`src/design/ebt_pkg.sv`:
```
// ============================================================================
// ebt_pkg
// Shared types, codes and helpers for the event binding table.
// ============================================================================
`default_nettype none

package ebt_pkg;

    localparam int TABLE_SLOTS = 16;
    localparam int SLOT_W      = (TABLE_SLOTS > 1) ? $clog2(TABLE_SLOTS) : 1;

    typedef logic [SLOT_W-1:0] slot_idx_t;

    typedef enum logic [1:0] {
        ACT_REGISTER = 2'd0,
        ACT_CANCEL   = 2'd1,
        ACT_CLEAR    = 2'd2,
        ACT_UNUSED   = 2'd3
    } action_t;

    // event kinds; code 0 marks a free slot, codes 6 and 7 are invalid
    localparam logic [2:0] KIND_FREE   = 3'd0;
    localparam logic [2:0] KIND_RISE   = 3'd1;
    localparam logic [2:0] KIND_FALL   = 3'd2;
    localparam logic [2:0] KIND_CHANGE = 3'd3;
    localparam logic [2:0] KIND_EVERY  = 3'd4;
    localparam logic [2:0] KIND_AFTER  = 3'd5;

    typedef enum logic [1:0] {
        ST_OK        = 2'd0,
        ST_INVALID   = 2'd1,
        ST_FULL      = 2'd2,
        ST_NOT_FOUND = 2'd3
    } status_t;

    typedef enum logic [2:0] {
        REQ_INST_GPIO  = 3'd0,
        REQ_INST_TIMER = 3'd1,
        REQ_REM_GPIO   = 3'd2,
        REQ_REM_TIMER  = 3'd3,
        REQ_NONE       = 3'd4
    } request_t;

    typedef enum logic [2:0] {
        S_IDLE,
        S_SCAN,
        S_RESP,
        S_CLEAR,
        S_CLOSE
    } state_t;

    typedef struct packed {
        logic [2:0]  kind;
        logic [15:0] source;
        logic [15:0] debounce;
        logic [15:0] handler;
        logic [15:0] generation;
        logic [15:0] reg_time;
    } slot_entry_t;

    typedef struct packed {
        logic shift;
        logic wr;
    } cell_ctrl_t;

    function automatic logic is_gpio(logic [2:0] k);
        return (k == KIND_RISE) || (k == KIND_FALL) || (k == KIND_CHANGE);
    endfunction

    function automatic logic is_timer(logic [2:0] k);
        return (k == KIND_EVERY) || (k == KIND_AFTER);
    endfunction

    // GPIO kinds match any live GPIO entry on the pin; timers need kind and period
    function automatic logic slot_matches(slot_entry_t e, logic [2:0] k, logic [15:0] src);
        logic hit;
        if (e.kind == KIND_FREE || e.source != src)
            hit = 1'b0;
        else if (is_gpio(k))
            hit = is_gpio(e.kind);
        else
            hit = (e.kind == k);
        return hit;
    endfunction

    function automatic logic [3:0] slot_to_out(slot_idx_t idx);
        logic [31:0] wide;
        wide = 32'(idx);
        return wide[3:0];
    endfunction

endpackage

`default_nettype wire

```
`src/design/ebt_cell.sv`:
```
// ============================================================================
// ebt_cell
// One table entry in the rotating ring: loads from its neighbor or a direct write.
// ============================================================================
`default_nettype none

module ebt_cell (
    input  wire logic                clk,
    input  wire logic                rst_n,
    input  wire ebt_pkg::cell_ctrl_t ctrl,
    input  wire ebt_pkg::slot_entry_t shift_in,
    input  wire ebt_pkg::slot_entry_t wr_data,
    output      ebt_pkg::slot_entry_t entry
);
    import ebt_pkg::*;

    slot_entry_t entry_reg;
    slot_entry_t entry_next;

    always_comb
    begin
        entry_next = entry_reg;
        if (ctrl.wr)
            entry_next = wr_data;
        else if (ctrl.shift)
            entry_next = shift_in;
    end

    always_ff @(posedge clk or negedge rst_n)
    begin
        if (!rst_n)
            entry_reg <= '0;
        else
            entry_reg <= entry_next;
    end

    assign entry = entry_reg;

endmodule

`default_nettype wire

```
`src/design/event_binding_table.sv`:
```
// ============================================================================
// event_binding_table
// Table of GPIO and timer event bindings kept in a rotating ring of cells.
// ============================================================================
// Register / cancel / bad word: one ring turn to scan, then the entry is written
//   and the result word registered in the response state, which waits on an output stall.
// Clear: one remove word per live entry during the ring turn, closing word
//   after the turn, plus any output stall.
// One word in flight: a new word is taken only once the last result word is registered.
// Reset (rst_n low, async) zeroes every entry and generation; no clearing pass.
`default_nettype none

module event_binding_table (
    input  wire logic        clk,
    input  wire logic        rst_n,
    input  wire logic        s_tvalid,
    output      logic        s_tready,
    // [1:0] action, [4:2] event_kind, [20:5] source_id, [36:21] debounce_time,
    // [52:37] handler_id, [68:53] now_time, [71:69] zero
    input  wire logic [71:0] s_tdata,
    output      logic        m_tvalid,
    input  wire logic        m_tready,
    // [1:0] status, [4:2] request, [8:5] slot_index, [24:9] generation_out,
    // [40:25] source_out, [47:41] zero
    output      logic [47:0] m_tdata,
    output      logic        m_tlast    // last_result
);
    import ebt_pkg::*;

    localparam slot_idx_t LAST_SLOT = SLOT_W'(TABLE_SLOTS - 1);

    // ---------------------------------------------------------------- state
    state_t      state_reg, state_next;
    slot_idx_t   cnt_reg, cnt_next;

    // captured input word
    action_t     act_reg, act_next;
    logic [2:0]  kind_reg, kind_next;
    logic [15:0] src_reg, src_next;
    logic [15:0] deb_reg, deb_next;
    logic [15:0] hnd_reg, hnd_next;
    logic [15:0] now_reg, now_next;

    // scan results: first matching live entry and first free entry
    logic        hit_reg, hit_next;
    slot_idx_t   hit_idx_reg, hit_idx_next;
    logic [2:0]  hit_kind_reg, hit_kind_next;
    logic [15:0] hit_gen_reg, hit_gen_next;
    logic        free_reg, free_next;
    slot_idx_t   free_idx_reg, free_idx_next;
    logic [15:0] free_gen_reg, free_gen_next;

    // output register
    logic        ov_reg, ov_next;
    status_t     ostat_reg, ostat_next;
    request_t    oreq_reg, oreq_next;
    logic [3:0]  oslot_reg, oslot_next;
    logic [15:0] ogen_reg, ogen_next;
    logic [15:0] osrc_reg, osrc_next;
    logic        olast_reg, olast_next;

    // ---------------------------------------------------------------- ring
    slot_entry_t cell_q [TABLE_SLOTS];
    cell_ctrl_t  cell_ctrl [TABLE_SLOTS];
    slot_entry_t tail_in;
    slot_entry_t wr_data;
    slot_idx_t   wr_idx;
    logic        wr_en;
    logic        shift_all;
    slot_entry_t head;

    logic        s_acc;
    logic        out_free;
    logic        head_live;
    logic        bad_word;
    logic [15:0] new_gen;

    assign s_acc     = s_tvalid && s_tready;
    assign out_free  = !ov_reg || m_tready;
    assign head      = cell_q[0];
    assign head_live = (head.kind != KIND_FREE);
    assign bad_word  = (act_reg == ACT_UNUSED) || !(is_gpio(kind_reg) || is_timer(kind_reg));

    // Slot k sits at the head after k shifts; a full turn restores the order,
    // so direct writes address cells by slot number once the scan is done.
    for (genvar i = 0; i < TABLE_SLOTS; i++)
    begin : g_cell
        slot_entry_t nb_in;
        if (i == TABLE_SLOTS - 1)
        begin : g_tail
            assign nb_in = tail_in;
        end
        else
        begin : g_mid
            assign nb_in = cell_q[i+1];
        end

        assign cell_ctrl[i].shift = shift_all;
        assign cell_ctrl[i].wr    = wr_en && (wr_idx == SLOT_W'(i));

        ebt_cell u_cell (
            .clk      (clk),
            .rst_n    (rst_n),
            .ctrl     (cell_ctrl[i]),
            .shift_in (nb_in),
            .wr_data  (wr_data),
            .entry    (cell_q[i])
        );
    end

    // ---------------------------------------------------------------- next state
    always_comb
    begin
        state_next = state_reg;
        case (state_reg)
            S_IDLE:
            begin
                if (s_acc)
                begin
                    if (action_t'(s_tdata[1:0]) == ACT_CLEAR)
                        state_next = S_CLEAR;
                    else
                        state_next = S_SCAN;
                end
            end
            S_SCAN:
            begin
                if (cnt_reg == LAST_SLOT)
                    state_next = S_RESP;
            end
            S_RESP:
            begin
                if (out_free)
                    state_next = S_IDLE;
            end
            S_CLEAR:
            begin
                if (cnt_reg == LAST_SLOT && (!head_live || out_free))
                    state_next = S_CLOSE;
            end
            S_CLOSE:
            begin
                if (out_free)
                    state_next = S_IDLE;
            end
            default: state_next = S_IDLE;
        endcase
    end

    // ---------------------------------------------------------------- outputs / datapath
    always_comb
    begin
        cnt_next      = cnt_reg;
        act_next      = act_reg;
        kind_next     = kind_reg;
        src_next      = src_reg;
        deb_next      = deb_reg;
        hnd_next      = hnd_reg;
        now_next      = now_reg;
        hit_next      = hit_reg;
        hit_idx_next  = hit_idx_reg;
        hit_kind_next = hit_kind_reg;
        hit_gen_next  = hit_gen_reg;
        free_next     = free_reg;
        free_idx_next = free_idx_reg;
        free_gen_next = free_gen_reg;

        ov_next    = ov_reg && !m_tready;
        ostat_next = ostat_reg;
        oreq_next  = oreq_reg;
        oslot_next = oslot_reg;
        ogen_next  = ogen_reg;
        osrc_next  = osrc_reg;
        olast_next = olast_reg;

        shift_all = 1'b0;
        tail_in   = head;
        wr_en     = 1'b0;
        wr_idx    = hit_idx_reg;
        wr_data   = '0;
        new_gen   = 16'(hit_gen_reg + 16'd1);
        s_tready  = (state_reg == S_IDLE);

        case (state_reg)
            S_IDLE:
            begin
                if (s_acc)
                begin
                    act_next  = action_t'(s_tdata[1:0]);
                    kind_next = s_tdata[4:2];
                    src_next  = s_tdata[20:5];
                    deb_next  = s_tdata[36:21];
                    hnd_next  = s_tdata[52:37];
                    now_next  = s_tdata[68:53];
                    cnt_next  = '0;
                    hit_next  = 1'b0;
                    free_next = 1'b0;
                end
            end
            S_SCAN:
            begin
                shift_all = 1'b1;
                cnt_next  = SLOT_W'(cnt_reg + 1'b1);
                if (!hit_reg && slot_matches(head, kind_reg, src_reg))
                begin
                    hit_next      = 1'b1;
                    hit_idx_next  = cnt_reg;
                    hit_kind_next = head.kind;
                    hit_gen_next  = head.generation;
                end
                if (!free_reg && !head_live)
                begin
                    free_next     = 1'b1;
                    free_idx_next = cnt_reg;
                    free_gen_next = head.generation;
                end
            end
            S_RESP:
            begin
                if (out_free)
                begin
                    ov_next    = 1'b1;
                    olast_next = 1'b1;
                    ostat_next = ST_OK;
                    oreq_next  = REQ_NONE;
                    oslot_next = '0;
                    ogen_next  = '0;
                    osrc_next  = '0;
                    if (bad_word)
                        ostat_next = ST_INVALID;
                    else if (act_reg == ACT_REGISTER)
                    begin
                        if (hit_reg || free_reg)
                        begin
                            // a live match wins over the first free slot
                            wr_idx  = hit_reg ? hit_idx_reg : free_idx_reg;
                            new_gen = 16'((hit_reg ? hit_gen_reg : free_gen_reg) + 16'd1);
                            wr_en   = 1'b1;
                            wr_data.kind       = kind_reg;
                            wr_data.source     = src_reg;
                            wr_data.debounce   = deb_reg;
                            wr_data.handler    = hnd_reg;
                            wr_data.generation = new_gen;
                            wr_data.reg_time   = now_reg;
                            oreq_next  = is_gpio(kind_reg) ? REQ_INST_GPIO : REQ_INST_TIMER;
                            oslot_next = slot_to_out(wr_idx);
                            ogen_next  = new_gen;
                            osrc_next  = src_reg;
                        end
                        else
                            ostat_next = ST_FULL;
                    end
                    else if (hit_reg)
                    begin
                        // cancel: entry wiped, generation kept and bumped
                        wr_en   = 1'b1;
                        wr_data.generation = new_gen;
                        oreq_next  = is_gpio(hit_kind_reg) ? REQ_REM_GPIO : REQ_REM_TIMER;
                        oslot_next = slot_to_out(hit_idx_reg);
                        ogen_next  = new_gen;
                        osrc_next  = src_reg;
                    end
                    else
                        ostat_next = ST_NOT_FOUND;
                end
            end
            S_CLEAR:
            begin
                tail_in = '0;
                if (!head_live || out_free)
                begin
                    shift_all = 1'b1;
                    cnt_next  = SLOT_W'(cnt_reg + 1'b1);
                end
                if (head_live && out_free)
                begin
                    ov_next    = 1'b1;
                    olast_next = 1'b0;
                    ostat_next = ST_OK;
                    oreq_next  = is_gpio(head.kind) ? REQ_REM_GPIO : REQ_REM_TIMER;
                    oslot_next = slot_to_out(cnt_reg);
                    ogen_next  = head.generation;
                    osrc_next  = head.source;
                end
            end
            S_CLOSE:
            begin
                if (out_free)
                begin
                    ov_next    = 1'b1;
                    olast_next = 1'b1;
                    ostat_next = ST_OK;
                    oreq_next  = REQ_NONE;
                    oslot_next = '0;
                    ogen_next  = '0;
                    osrc_next  = '0;
                end
            end
            default:
            begin
                cnt_next = '0;
            end
        endcase
    end

    // ---------------------------------------------------------------- registers
    always_ff @(posedge clk or negedge rst_n)
    begin
        if (!rst_n)
        begin
            state_reg <= S_IDLE;
            cnt_reg   <= '0;
            hit_reg   <= 1'b0;
            free_reg  <= 1'b0;
            ov_reg    <= 1'b0;
        end
        else
        begin
            state_reg <= state_next;
            cnt_reg   <= cnt_next;
            hit_reg   <= hit_next;
            free_reg  <= free_next;
            ov_reg    <= ov_next;
        end
    end

    always_ff @(posedge clk)
    begin
        act_reg      <= act_next;
        kind_reg     <= kind_next;
        src_reg      <= src_next;
        deb_reg      <= deb_next;
        hnd_reg      <= hnd_next;
        now_reg      <= now_next;
        hit_idx_reg  <= hit_idx_next;
        hit_kind_reg <= hit_kind_next;
        hit_gen_reg  <= hit_gen_next;
        free_idx_reg <= free_idx_next;
        free_gen_reg <= free_gen_next;
        ostat_reg    <= ostat_next;
        oreq_reg     <= oreq_next;
        oslot_reg    <= oslot_next;
        ogen_reg     <= ogen_next;
        osrc_reg     <= osrc_next;
        olast_reg    <= olast_next;
    end

    assign m_tvalid = ov_reg;
    assign m_tdata  = {7'd0, osrc_reg, ogen_reg, oslot_reg, oreq_reg, ostat_reg};
    assign m_tlast  = olast_reg;

    // ---------------------------------------------------------------- checks
    // scan walks the ring one slot per cycle
    a_scan_step: assert property (@(posedge clk) disable iff (!rst_n)
        (state_reg == S_SCAN && cnt_reg != LAST_SLOT)
            |=> (cnt_reg == SLOT_W'($past(cnt_reg) + 1'b1)))
        else $error("scan counter skipped");

    // clear ring holds while a remove word waits for the output register
    a_clear_hold: assert property (@(posedge clk) disable iff (!rst_n)
        (state_reg == S_CLEAR && head_live && !out_free) |=> $stable(cnt_reg))
        else $error("clear advanced past a live entry");

    // non-final words are removes from the clear sweep
    a_mid_remove: assert property (@(posedge clk) disable iff (!rst_n)
        (ov_reg && !olast_reg) |-> (oreq_reg == REQ_REM_GPIO || oreq_reg == REQ_REM_TIMER))
        else $error("non-final word is not a remove");

    // an error status never carries a platform request
    a_err_none: assert property (@(posedge clk) disable iff (!rst_n)
        (ov_reg && ostat_reg != ST_OK) |-> (oreq_reg == REQ_NONE))
        else $error("error word carries a request");

    // an accepted word always leaves idle
    a_leave_idle: assert property (@(posedge clk) disable iff (!rst_n)
        s_acc |=> (state_reg != S_IDLE))
        else $error("accepted word not processed");

endmodule

`default_nettype wire

```
`config.mk`:
```
export PLATFORM = sky130hd
export DESIGN_NAME = event_binding_table
export DESIGN_NICKNAME = d
export VERILOG_FILES = /design/src/design/ebt_pkg.sv /design/src/design/ebt_cell.sv /design/src/design/event_binding_table.sv
export SDC_FILE = /design/constraint.sdc
export NUM_CORES = 1
export LEC_CHECK = 0
export BUFFER_PORTS_ARGS = -buffer_cell sky130_fd_sc_hd__buf_2
export CAP_MARGIN = 20
export CORE_ASPECT_RATIO = 0.7
export CORE_MARGIN = 3
export CORE_UTILIZATION = 55
export DETAILED_ROUTE_END_ITERATION = 12
export GPL_TIMING_DRIVEN = 0
export PLACE_DENSITY = 0.75
export SETUP_SLACK_MARGIN = 0.02
export SLEW_MARGIN = 10
export SYNTH_ARGS = -nofsm -noshare
export SYNTH_HDL_FRONTEND = slang
export SYNTH_SLANG_ARGS = --single-unit
```
`constraint.sdc`:
```
create_clock -name clk -period 11.35 [get_ports clk]
set_clock_uncertainty 0.1 [all_clocks]
set_input_delay 1.7025 -clock clk [delete_from_list [all_inputs] [get_ports clk]]
set_output_delay 1.7025 -clock clk [all_outputs]
set_load 0.05 [all_outputs]
```
==> flow_results.xml, run 1 <==
<?xml version="1.0" encoding="UTF-8"?>
<metrics>
  <group name="run_status">
    <metric name="outcome" unit="">complete, no violations</metric>
  </group>
  <group name="cells_and_area">
    <metric name="filler_cell_count" unit="">4222</metric>
    <metric name="largest_register_ffs" unit="">560</metric>
    <metric name="area_growth" unit="%">11.72</metric>
    <metric name="diodes" unit="">0</metric>
    <metric name="final_layout_size_suffix_gt1_share" unit="%">10.53</metric>
    <metric name="layout.nets" unit="">2962</metric>
    <metric name="final_core_utilization" unit="%">62.90</metric>
  </group>
  <group name="clocking">
    <metric name="post_cts_resize_count" unit="">0</metric>
    <metric name="cts_max_level" unit="">3</metric>
    <metric name="post_cts.repair.setup_buffers" unit="">0</metric>
    <metric name="clock_tree.root_cell" unit="">sky130_fd_sc_hd__clkbuf_16</metric>
    <metric name="cts.sink_count" unit="">676</metric>
    <metric name="worst_skew_pair.late_latency" unit="ns">0.62</metric>
    <metric name="ctsHoldBuffers" unit="">0</metric>
    <metric name="clock_tree_from_tritoncts" unit="">done</metric>
    <metric name="cts_buffers" unit="">66</metric>
    <metric name="clkSlewWorstSetupHoldPaths" unit="ns">0.07</metric>
    <metric name="max-clock-path-buffers" unit="">3</metric>
  </group>
  <group name="synth">
    <metric name="ys_types" unit="">86</metric>
    <metric name="synth-async-reset-ratio" unit="%">84.32</metric>
    <metric name="synth-edff-count" unit="">106</metric>
    <metric name="yosysTopAreaCellShare" unit="%">46.52</metric>
    <metric name="yosysWarnings" unit="">0</metric>
    <metric name="syn_avg_cell_area" unit="µm²">11.24</metric>
    <metric name="syn_area" unit="µm²">30660</metric>
    <metric name="synthMostInstantiatedCell" unit="">sky130_fd_sc_hd__dfrtp_1</metric>
    <metric name="synth.ff_latch_count" unit="">676</metric>
    <metric name="synth.top_cells.by_area" unit="">sky130_fd_sc_hd__dfrtp_1, sky130_fd_sc_hd__edfxtp_1, sky130_fd_sc_hd__a221o_1, sky130_fd_sc_hd__mux2i_1, sky130_fd_sc_hd__o221ai_1</metric>
    <metric name="synth_flop_cell" unit="">sky130_fd_sc_hd__dfrtp_1</metric>
    <metric name="synthCells" unit="">2727</metric>
    <metric name="synth.cells.most_frequent" unit="">sky130_fd_sc_hd__dfrtp_1, sky130_fd_sc_hd__a221o_1, sky130_fd_sc_hd__nand2_1</metric>
    <metric name="post-synth-top-area-cell" unit="">sky130_fd_sc_hd__dfrtp_1</metric>
    <metric name="synth_seq_area_share" unit="%">56.90</metric>
  </group>
  <group name="detailed_routing">
    <metric name="drt_first_pass_iters" unit="">7</metric>
    <metric name="viasPerCell" unit="">7.017</metric>
    <metric name="routed.top_layer" unit="">met5</metric>
    <metric name="drt_drc_violations_left" unit="">0</metric>
    <metric name="drtAntennaViolNets" unit="">0</metric>
    <metric name="met2WireLength" unit="µm">41650</metric>
    <metric name="route.layer.met1.wl" unit="µm">46430</metric>
    <metric name="drt_initial_violations" unit="">3973</metric>
    <metric name="routed_wire_length_per_instance" unit="µm">29.81</metric>
    <metric name="num_vias" unit="">25640</metric>
    <metric name="wl" unit="µm">108900</metric>
    <metric name="route.met3.wl" unit="µm">18380</metric>
  </group>
  <group name="critical_path">
    <metric name="r2r_cells" unit="">12</metric>
    <metric name="setup.worst_path.end_class" unit="">flop</metric>
    <metric name="worst-setup-path-type" unit="">reg -&gt; reg</metric>
    <metric name="worst-path-max-fanout" unit="">10</metric>
    <metric name="cp.arrival" unit="ns">6.04</metric>
    <metric name="worst_ep_required_time" unit="ns">11.76</metric>
    <metric name="cp-start-kind" unit="">flop</metric>
  </group>
  <group name="sta">
    <metric name="worstMarginPinSlew" unit="ns">1.363</metric>
    <metric name="headroom_to_the_max_slew_limit" unit="%">9.148</metric>
    <metric name="final.hold.worst_slack" unit="ns">0.3920</metric>
    <metric name="report.final.setup_viol" unit="">0</metric>
    <metric name="finalHoldViolCount" unit="">0</metric>
    <metric name="final_min_period_over_clock_period" unit="%">49.59</metric>
    <metric name="final_period_minus_worst_setup_slack" unit="ns">5.629</metric>
    <metric name="max_freq" unit="GHz">0.1777</metric>
    <metric name="rsz_0062_raised_after_global_routing" unit="">false</metric>
    <metric name="final-max-slew-violation-count" unit="">0</metric>
  </group>
  <group name="global_routing">
    <metric name="number_of_antenna_violations_at_the_first_check_in_global_routing" unit="">2</metric>
    <metric name="maximum_number_of_pins_on_one_net_before_global_route_repair" unit="">105</metric>
    <metric name="gr-usage-all-layers" unit="%">37.23</metric>
    <metric name="grt_first_pass_wirelength" unit="µm">161600</metric>
    <metric name="remaining_global_route_overflow" unit="">0</metric>
    <metric name="first_global_vias" unit="">24701</metric>
  </group>
  <group name="placement">
    <metric name="gp_routability_congestion" unit="">1.021</metric>
    <metric name="portBuffers" unit="">68</metric>
    <metric name="place.detailed.hpwl" unit="µm">81160</metric>
  </group>
  <group name="min_path">
    <metric name="min_path_cells" unit="">2</metric>
    <metric name="hold_path_class" unit="">reg -&gt; reg</metric>
  </group>
  <group name="power">
    <metric name="vdd_ir_drop_max" unit="mV">0.1760</metric>
    <metric name="cellPowerDensity" unit="nW/µm²">282.7</metric>
    <metric name="power_leakage" unit="nW">14.73</metric>
  </group>
  <group name="die">
    <metric name="design.portCount" unit="">127</metric>
    <metric name="vertical_die_dimension" unit="µm">203.5</metric>
    <metric name="rows" unit="">71</metric>
    <metric name="initial_utilization" unit="%">56.30</metric>
    <metric name="floorplan_core_area" unit="µm²">54460</metric>
    <metric name="dieArea" unit="µm²">58660</metric>
    <metric name="die_width" unit="µm">288.2</metric>
  </group>
  <group name="flow_run">
    <metric name="maxCapViolCount" unit="">0</metric>
  </group>
</metrics>
## where the power goes
group          internal [mW]  leakage [nW]  switching, mW  total [mW]
sequential              3.37          8.84          0.694        4.06
clock                   1.20         0.990          0.951        2.15
combinational           1.08          4.90           2.40        3.48
total                   5.64          14.7           4.04        9.68
## worst paths after layout
kind	slack, ns	endpoint	from
min in group asynchronous	0.90	hit_reg$_DFFE_PN0P_	rst_n
setup / recovery	5.72	g_cell[1].u_cell.entry[26]$_DFFE_PN0P_	hit_reg$_DFFE_PN0P_
hold / removal	0.39	g_cell[6].u_cell.entry[24]$_DFFE_PN0P_	g_cell[7].u_cell.entry[24]$_DFFE_PN0P_
setup reg to reg	5.72	g_cell[1].u_cell.entry[26]$_DFFE_PN0P_	hit_reg$_DFFE_PN0P_
max in group asynchronous	8.15	g_cell[4].u_cell.entry[71]$_DFFE_PN0P_	rst_n
hold reg to reg	0.39	g_cell[6].u_cell.entry[24]$_DFFE_PN0P_	g_cell[7].u_cell.entry[24]$_DFFE_PN0P_
## cells in the final DEF (no fill, tap or decap), types with 41 or more instances in the layout
| master | netlist | final |
|---|---|---|
| sky130_fd_sc_hd__a22oi_1 | 41 | 41 |
| sky130_fd_sc_hd__inv_1 | 133 | 133 |
| sky130_fd_sc_hd__nand2_1 | 255 | 255 |
| sky130_fd_sc_hd__dfrtp_1 | 570 | 570 |
| sky130_fd_sc_hd__nor3_1 | 168 | 167 |
| sky130_fd_sc_hd__a21oi_1 | 78 | 78 |
| sky130_fd_sc_hd__clkbuf_1 | 168 | 187 |
| sky130_fd_sc_hd__edfxtp_1 | 106 | 106 |
| sky130_fd_sc_hd__clkbuf_16 | 0 | 68 |
| sky130_fd_sc_hd__o221ai_1 | 135 | 135 |
| sky130_fd_sc_hd__nor2_1 | 154 | 153 |
| sky130_fd_sc_hd__mux2i_1 | 141 | 141 |
| sky130_fd_sc_hd__a221o_1 | 270 | 270 |
| sky130_fd_sc_hd__buf_2 | 52 | 119 |
| sky130_fd_sc_hd__o21ai_0 | 48 | 48 |
## through the flow
step | std cells | cell area, µm² | power (mW) | worst slack [ns] | setup TNS (ns)
after floorplan | 2733 | 30680 | 6.005 | 7.139 | 0
after global routing | 3654 | 34250 | 10.02 | 5.588 | 0
after global placement | 3531 | 31940 | 7.218 | -3.040 | -1683.68
final | 3654 | 34250 | 9.685 | 5.721 | 0
after detailed placement | 3542 | 32210 | 7.368 | 6.012 | 0
after CTS | 3651 | 34230 | 9.516 | 5.982 | 0
## worst max-delay path, cell delays in order, from the launching register on
cell	delay, ns
sky130_fd_sc_hd__dfrtp_1	0.38
sky130_fd_sc_hd__buf_2	0.26
sky130_fd_sc_hd__buf_1	0.55
sky130_fd_sc_hd__buf_2	0.41
sky130_fd_sc_hd__buf_1	0.61
sky130_fd_sc_hd__mux2_2	0.29
sky130_fd_sc_hd__ha_1	0.18
sky130_fd_sc_hd__inv_1	0.08
sky130_fd_sc_hd__a21oi_1	0.64
sky130_fd_sc_hd__a31oi_1	0.22
sky130_fd_sc_hd__o32ai_2	0.86
sky130_fd_sc_hd__nand2_1	0.62
sky130_fd_sc_hd__mux2i_1	0.32
## per-layer routing
layer / GRT usage [%] / up-vias
li1: - / 10579
met1: 56.39 / 12871
met2: 47.45 / 1992
met3: 17.98 / 194
met4: 9.056 / 4
met5: 0.1667 / -
## cell families (layout without fill, tap and decap cells)
kind of cell | after synthesis | count (layout) | synth area share (%)
mux | 161 | 161 | 5.338
buf+inv | 390 | 581 | 5.334
other cells | 1 | 7 | 0.01223
xor+xnor | 35 | 35 | 0.9998
compound gates | 724 | 724 | 20.03
fa+ha+maj | 3 | 3 | 0.1224
simple gates | 737 | 737 | 11.26
flops | 676 | 676 | 56.90
## cell type report
class                   instances  area (µm²)  share of cell area (%)
plain buffers                 257        1136                   3.317
clock buffers                  91        1828                   5.337
clock inverters                18       185.2                  0.5406
inverters                     133       499.2                   1.457
multi-input cells            1667       11620                   33.93
flip-flops and latches        676       17450                   50.93
well taps                     730       913.4                   2.667
repair buffers                 82       623.1                   1.819
(Power assumes the default switching activity.)
==> run 2, diff against run 1 <==
Settings changed: PLACE_DENSITY 0.75 to 0.78.
Clock period 11.35 ns to 4.6 ns, I/O delays scaled along.
==> flow_results.xml, run 2 (synthesis results as in run 1) <==
<?xml version="1.0" encoding="UTF-8"?>
<metrics>
  <group name="run_status">
    <metric name="outcome" unit="">finished, violations left</metric>
    <metric name="failed_checks" unit="">negative setup slack</metric>
  </group>
  <group name="cells_and_area">
    <metric name="layout.nets" unit="">2960</metric>
    <metric name="layout_commonest_cell" unit="">sky130_fd_sc_hd__dfrtp_1</metric>
    <metric name="final_layout_size_suffix_gt1_share" unit="%">10.89</metric>
    <metric name="final_core_utilization" unit="%">63.05</metric>
    <metric name="area_growth" unit="%">11.98</metric>
    <metric name="final_cells" unit="">3660</metric>
    <metric name="mostFrequentLayoutCells" unit="">sky130_fd_sc_hd__dfrtp_1, sky130_fd_sc_hd__a221o_1, sky130_fd_sc_hd__nand2_1</metric>
    <metric name="largest_register_ffs" unit="">560</metric>
    <metric name="filler_cell_count" unit="">4155</metric>
  </group>
  <group name="sta">
    <metric name="report.final.setup_viol" unit="">6</metric>
    <metric name="final_period_minus_worst_setup_slack" unit="ns">4.643</metric>
    <metric name="max_freq" unit="GHz">0.2154</metric>
    <metric name="final-max-slew-violation-count" unit="">0</metric>
    <metric name="worstMarginPinSlew" unit="ns">1.270</metric>
    <metric name="headroom_to_the_max_slew_limit" unit="%">15.33</metric>
    <metric name="finalHoldViolCount" unit="">0</metric>
    <metric name="final.setup.worst_slack" unit="ns">-0.04286</metric>
    <metric name="rsz_0062_raised_after_global_routing" unit="">false</metric>
    <metric name="final_min_period_over_clock_period" unit="%">100.9</metric>
  </group>
  <group name="detailed_routing">
    <metric name="drt_first_pass_iters" unit="">6</metric>
    <metric name="drt_drc_violations_left" unit="">0</metric>
    <metric name="drt_initial_violations" unit="">4670</metric>
    <metric name="viasPerCell" unit="">7.054</metric>
    <metric name="wl" unit="µm">109500</metric>
    <metric name="drtAntennaViolNets" unit="">0</metric>
    <metric name="num_vias" unit="">25817</metric>
    <metric name="routed_wire_length_per_instance" unit="µm">29.91</metric>
  </group>
  <group name="die">
    <metric name="dieArea" unit="µm²">58660</metric>
    <metric name="floorplan_core_area" unit="µm²">54460</metric>
    <metric name="rows" unit="">71</metric>
    <metric name="vertical_die_dimension" unit="µm">203.5</metric>
    <metric name="initial_utilization" unit="%">56.30</metric>
    <metric name="design.portCount" unit="">127</metric>
    <metric name="die_width" unit="µm">288.2</metric>
  </group>
  <group name="critical_path">
    <metric name="worst_ep_required_time" unit="ns">4.99</metric>
    <metric name="cp.arrival" unit="ns">5.04</metric>
    <metric name="worst-setup-path-type" unit="">reg -&gt; reg</metric>
    <metric name="path_buf_inv" unit="">3</metric>
    <metric name="cp_top_family" unit="">compound AO/OA/AOI/OAI gates</metric>
    <metric name="crit_path_top_delay_cell" unit="">sky130_fd_sc_hd__o21ai_0</metric>
    <metric name="cp_cell_sequence" unit="">a22o_1 &gt; nor4_2 &gt; buf_2 &gt; a21boi_0 &gt; o21ai_0 &gt; clkbuf_1 &gt; clkbuf_1 &gt; nor3_1 &gt; a221o_1</metric>
    <metric name="worst-path-max-fanout" unit="">10</metric>
    <metric name="cp-start-kind" unit="">flop</metric>
    <metric name="cp_common_cell" unit="">sky130_fd_sc_hd__clkbuf_1</metric>
    <metric name="setup.worst_path.end_class" unit="">flop</metric>
    <metric name="maximum_cell_stage_delay_along_the_critical_path" unit="ns">0.86</metric>
  </group>
  <group name="power">
    <metric name="switchingPower" unit="mW">10.07</metric>
    <metric name="clock_power_share" unit="%">22.5</metric>
    <metric name="power_leakage" unit="nW">14.76</metric>
    <metric name="design_power_total" unit="mW">24.08</metric>
    <metric name="power_frac_comb" unit="%">36.0</metric>
    <metric name="share_seq_of_total_power" unit="%">41.5</metric>
    <metric name="vdd_ir_drop_max" unit="mV">0.5267</metric>
    <metric name="cellPowerDensity" unit="nW/µm²">701.4</metric>
    <metric name="cellInternalPower" unit="mW">14.01</metric>
    <metric name="power.share.switching" unit="%">41.82</metric>
  </group>
  <group name="clocking">
    <metric name="cts.sink_count" unit="">676</metric>
    <metric name="worst_skew_pair.late_latency" unit="ns">0.62</metric>
    <metric name="clkSlewWorstSetupHoldPaths" unit="ns">0.07</metric>
    <metric name="post_cts.repair.setup_buffers" unit="">0</metric>
    <metric name="cts_max_level" unit="">3</metric>
    <metric name="clock_tree.root_cell" unit="">sky130_fd_sc_hd__clkbuf_16</metric>
    <metric name="clock_tree_from_tritoncts" unit="">done</metric>
    <metric name="max-clock-path-buffers" unit="">3</metric>
    <metric name="cts_buffers" unit="">66</metric>
  </group>
  <group name="placement">
    <metric name="place.detailed.hpwl" unit="µm">80940</metric>
    <metric name="portBuffers" unit="">68</metric>
    <metric name="gp_routability_congestion" unit="">1.046</metric>
    <metric name="place_inst" unit="">3541</metric>
    <metric name="post-place-ws" unit="ns">-0.9044</metric>
  </group>
  <group name="flow_run">
    <metric name="maxCapViolCount" unit="">0</metric>
  </group>
  <group name="global_routing">
    <metric name="remaining_global_route_overflow" unit="">0</metric>
    <metric name="number_of_antenna_violations_at_the_first_check_in_global_routing" unit="">1</metric>
    <metric name="maximum_number_of_pins_on_one_net_before_global_route_repair" unit="">117</metric>
    <metric name="first_global_vias" unit="">24925</metric>
    <metric name="grt_first_pass_wirelength" unit="µm">162800</metric>
    <metric name="gr-usage-all-layers" unit="%">37.37</metric>
  </group>
  <group name="min_path">
    <metric name="hold_path_class" unit="">in -&gt; reg</metric>
  </group>
</metrics>
## run 2: power by group through the flow
stage / sequential [mW] / clock [mW] / combinational [mW]
floorplan: 9.80 / 0 / 5.02
global placement: 9.86 / 0 / 7.96
detailed placement: 9.92 / 0 / 8.30
CTS: 9.85 / 5.40 / 8.37
global route: 10.1 / 5.64 / 9.12
finish: 10.0 / 5.42 / 8.67
## run 2: metrics by stage
stage               hold WS [ns]  TNS [ns]  instance area, µm²
floorplan                 0.2944         0               30680
global placement          0.3733  -4908.02               31940
detailed placement        0.3778    -56.06               32170
CTS                       0.1272         0               34300
global route              0.1312         0               34330
finish                    0.1435   -0.1490               34330
## run 2: final timing paths
kind / from / to / slack, ns / depth (start not counted)
worst max-delay path: act_reg[0]$_DFFE_PP_ / g_cell[7].u_cell.entry[16]$_DFFE_PN0P_ / -0.04 / 9
worst min-delay path: s_tdata[19] / src_reg[14]$_DFFE_PP_ / 0.14 / 1
worst max register to register: act_reg[0]$_DFFE_PP_ / g_cell[7].u_cell.entry[16]$_DFFE_PN0P_ / -0.04 / 9
worst min register to register: g_cell[3].u_cell.entry[68]$_DFFE_PN0P_ / g_cell[3].u_cell.entry[68]$_DFFE_PN0P_ / 0.39 / 1
max in group asynchronous: rst_n / g_cell[0].u_cell.entry[73]$_DFFE_PN0P_ / 2.53 / 4
min in group asynchronous: rst_n / g_cell[9].u_cell.entry[28]$_DFFE_PN0P_ / 0.50 / 2
## run 2: what timing repair did
| item | 4_1_cts | 5_1_grt |
|---|---|---|
| pin swaps | 0 | 0 |
| setup endpoints to repair | 121 | 24 |
| hold endpoints to repair | 55 | 0 |
| hold buffers | 1 | 0 |
| resized for setup | 4 | 6 |
| gates cloned | 0 | 0 |
## run 2: worst reg2reg max path, stage by stage, from the launching register on
cell and delay [ns]:
sky130_fd_sc_hd__edfxtp_1 0.55, sky130_fd_sc_hd__a22o_1 0.36, sky130_fd_sc_hd__nor4_2 0.49, sky130_fd_sc_hd__buf_2 0.33, sky130_fd_sc_hd__a21boi_0 0.14, sky130_fd_sc_hd__o21ai_0 0.86, sky130_fd_sc_hd__clkbuf_1 0.68, sky130_fd_sc_hd__clkbuf_1 0.57
sky130_fd_sc_hd__nor3_1 0.13, sky130_fd_sc_hd__a221o_1 0.31
## run 2: routing by layer
metal  wire length (µm)  track usage, %
met5                 13               0
met4               2786           8.749
met3              18600           17.64
met2              42360           48.89
met1              45720           55.90
## run 2: cell type report
type,count,area [µm²],area share [%]
multi-input cells,1667,11650,33.94
plain buffers,256,1136,3.309
flip-flops and latches,676,17450,50.81
clock buffers,102,1992,5.802
clock inverters,14,108.9,0.3170
diodes,1,2.502,0.007288
inverters,133,499.2,1.454
repair buffers,81,581.8,1.695
well taps,730,913.4,2.660
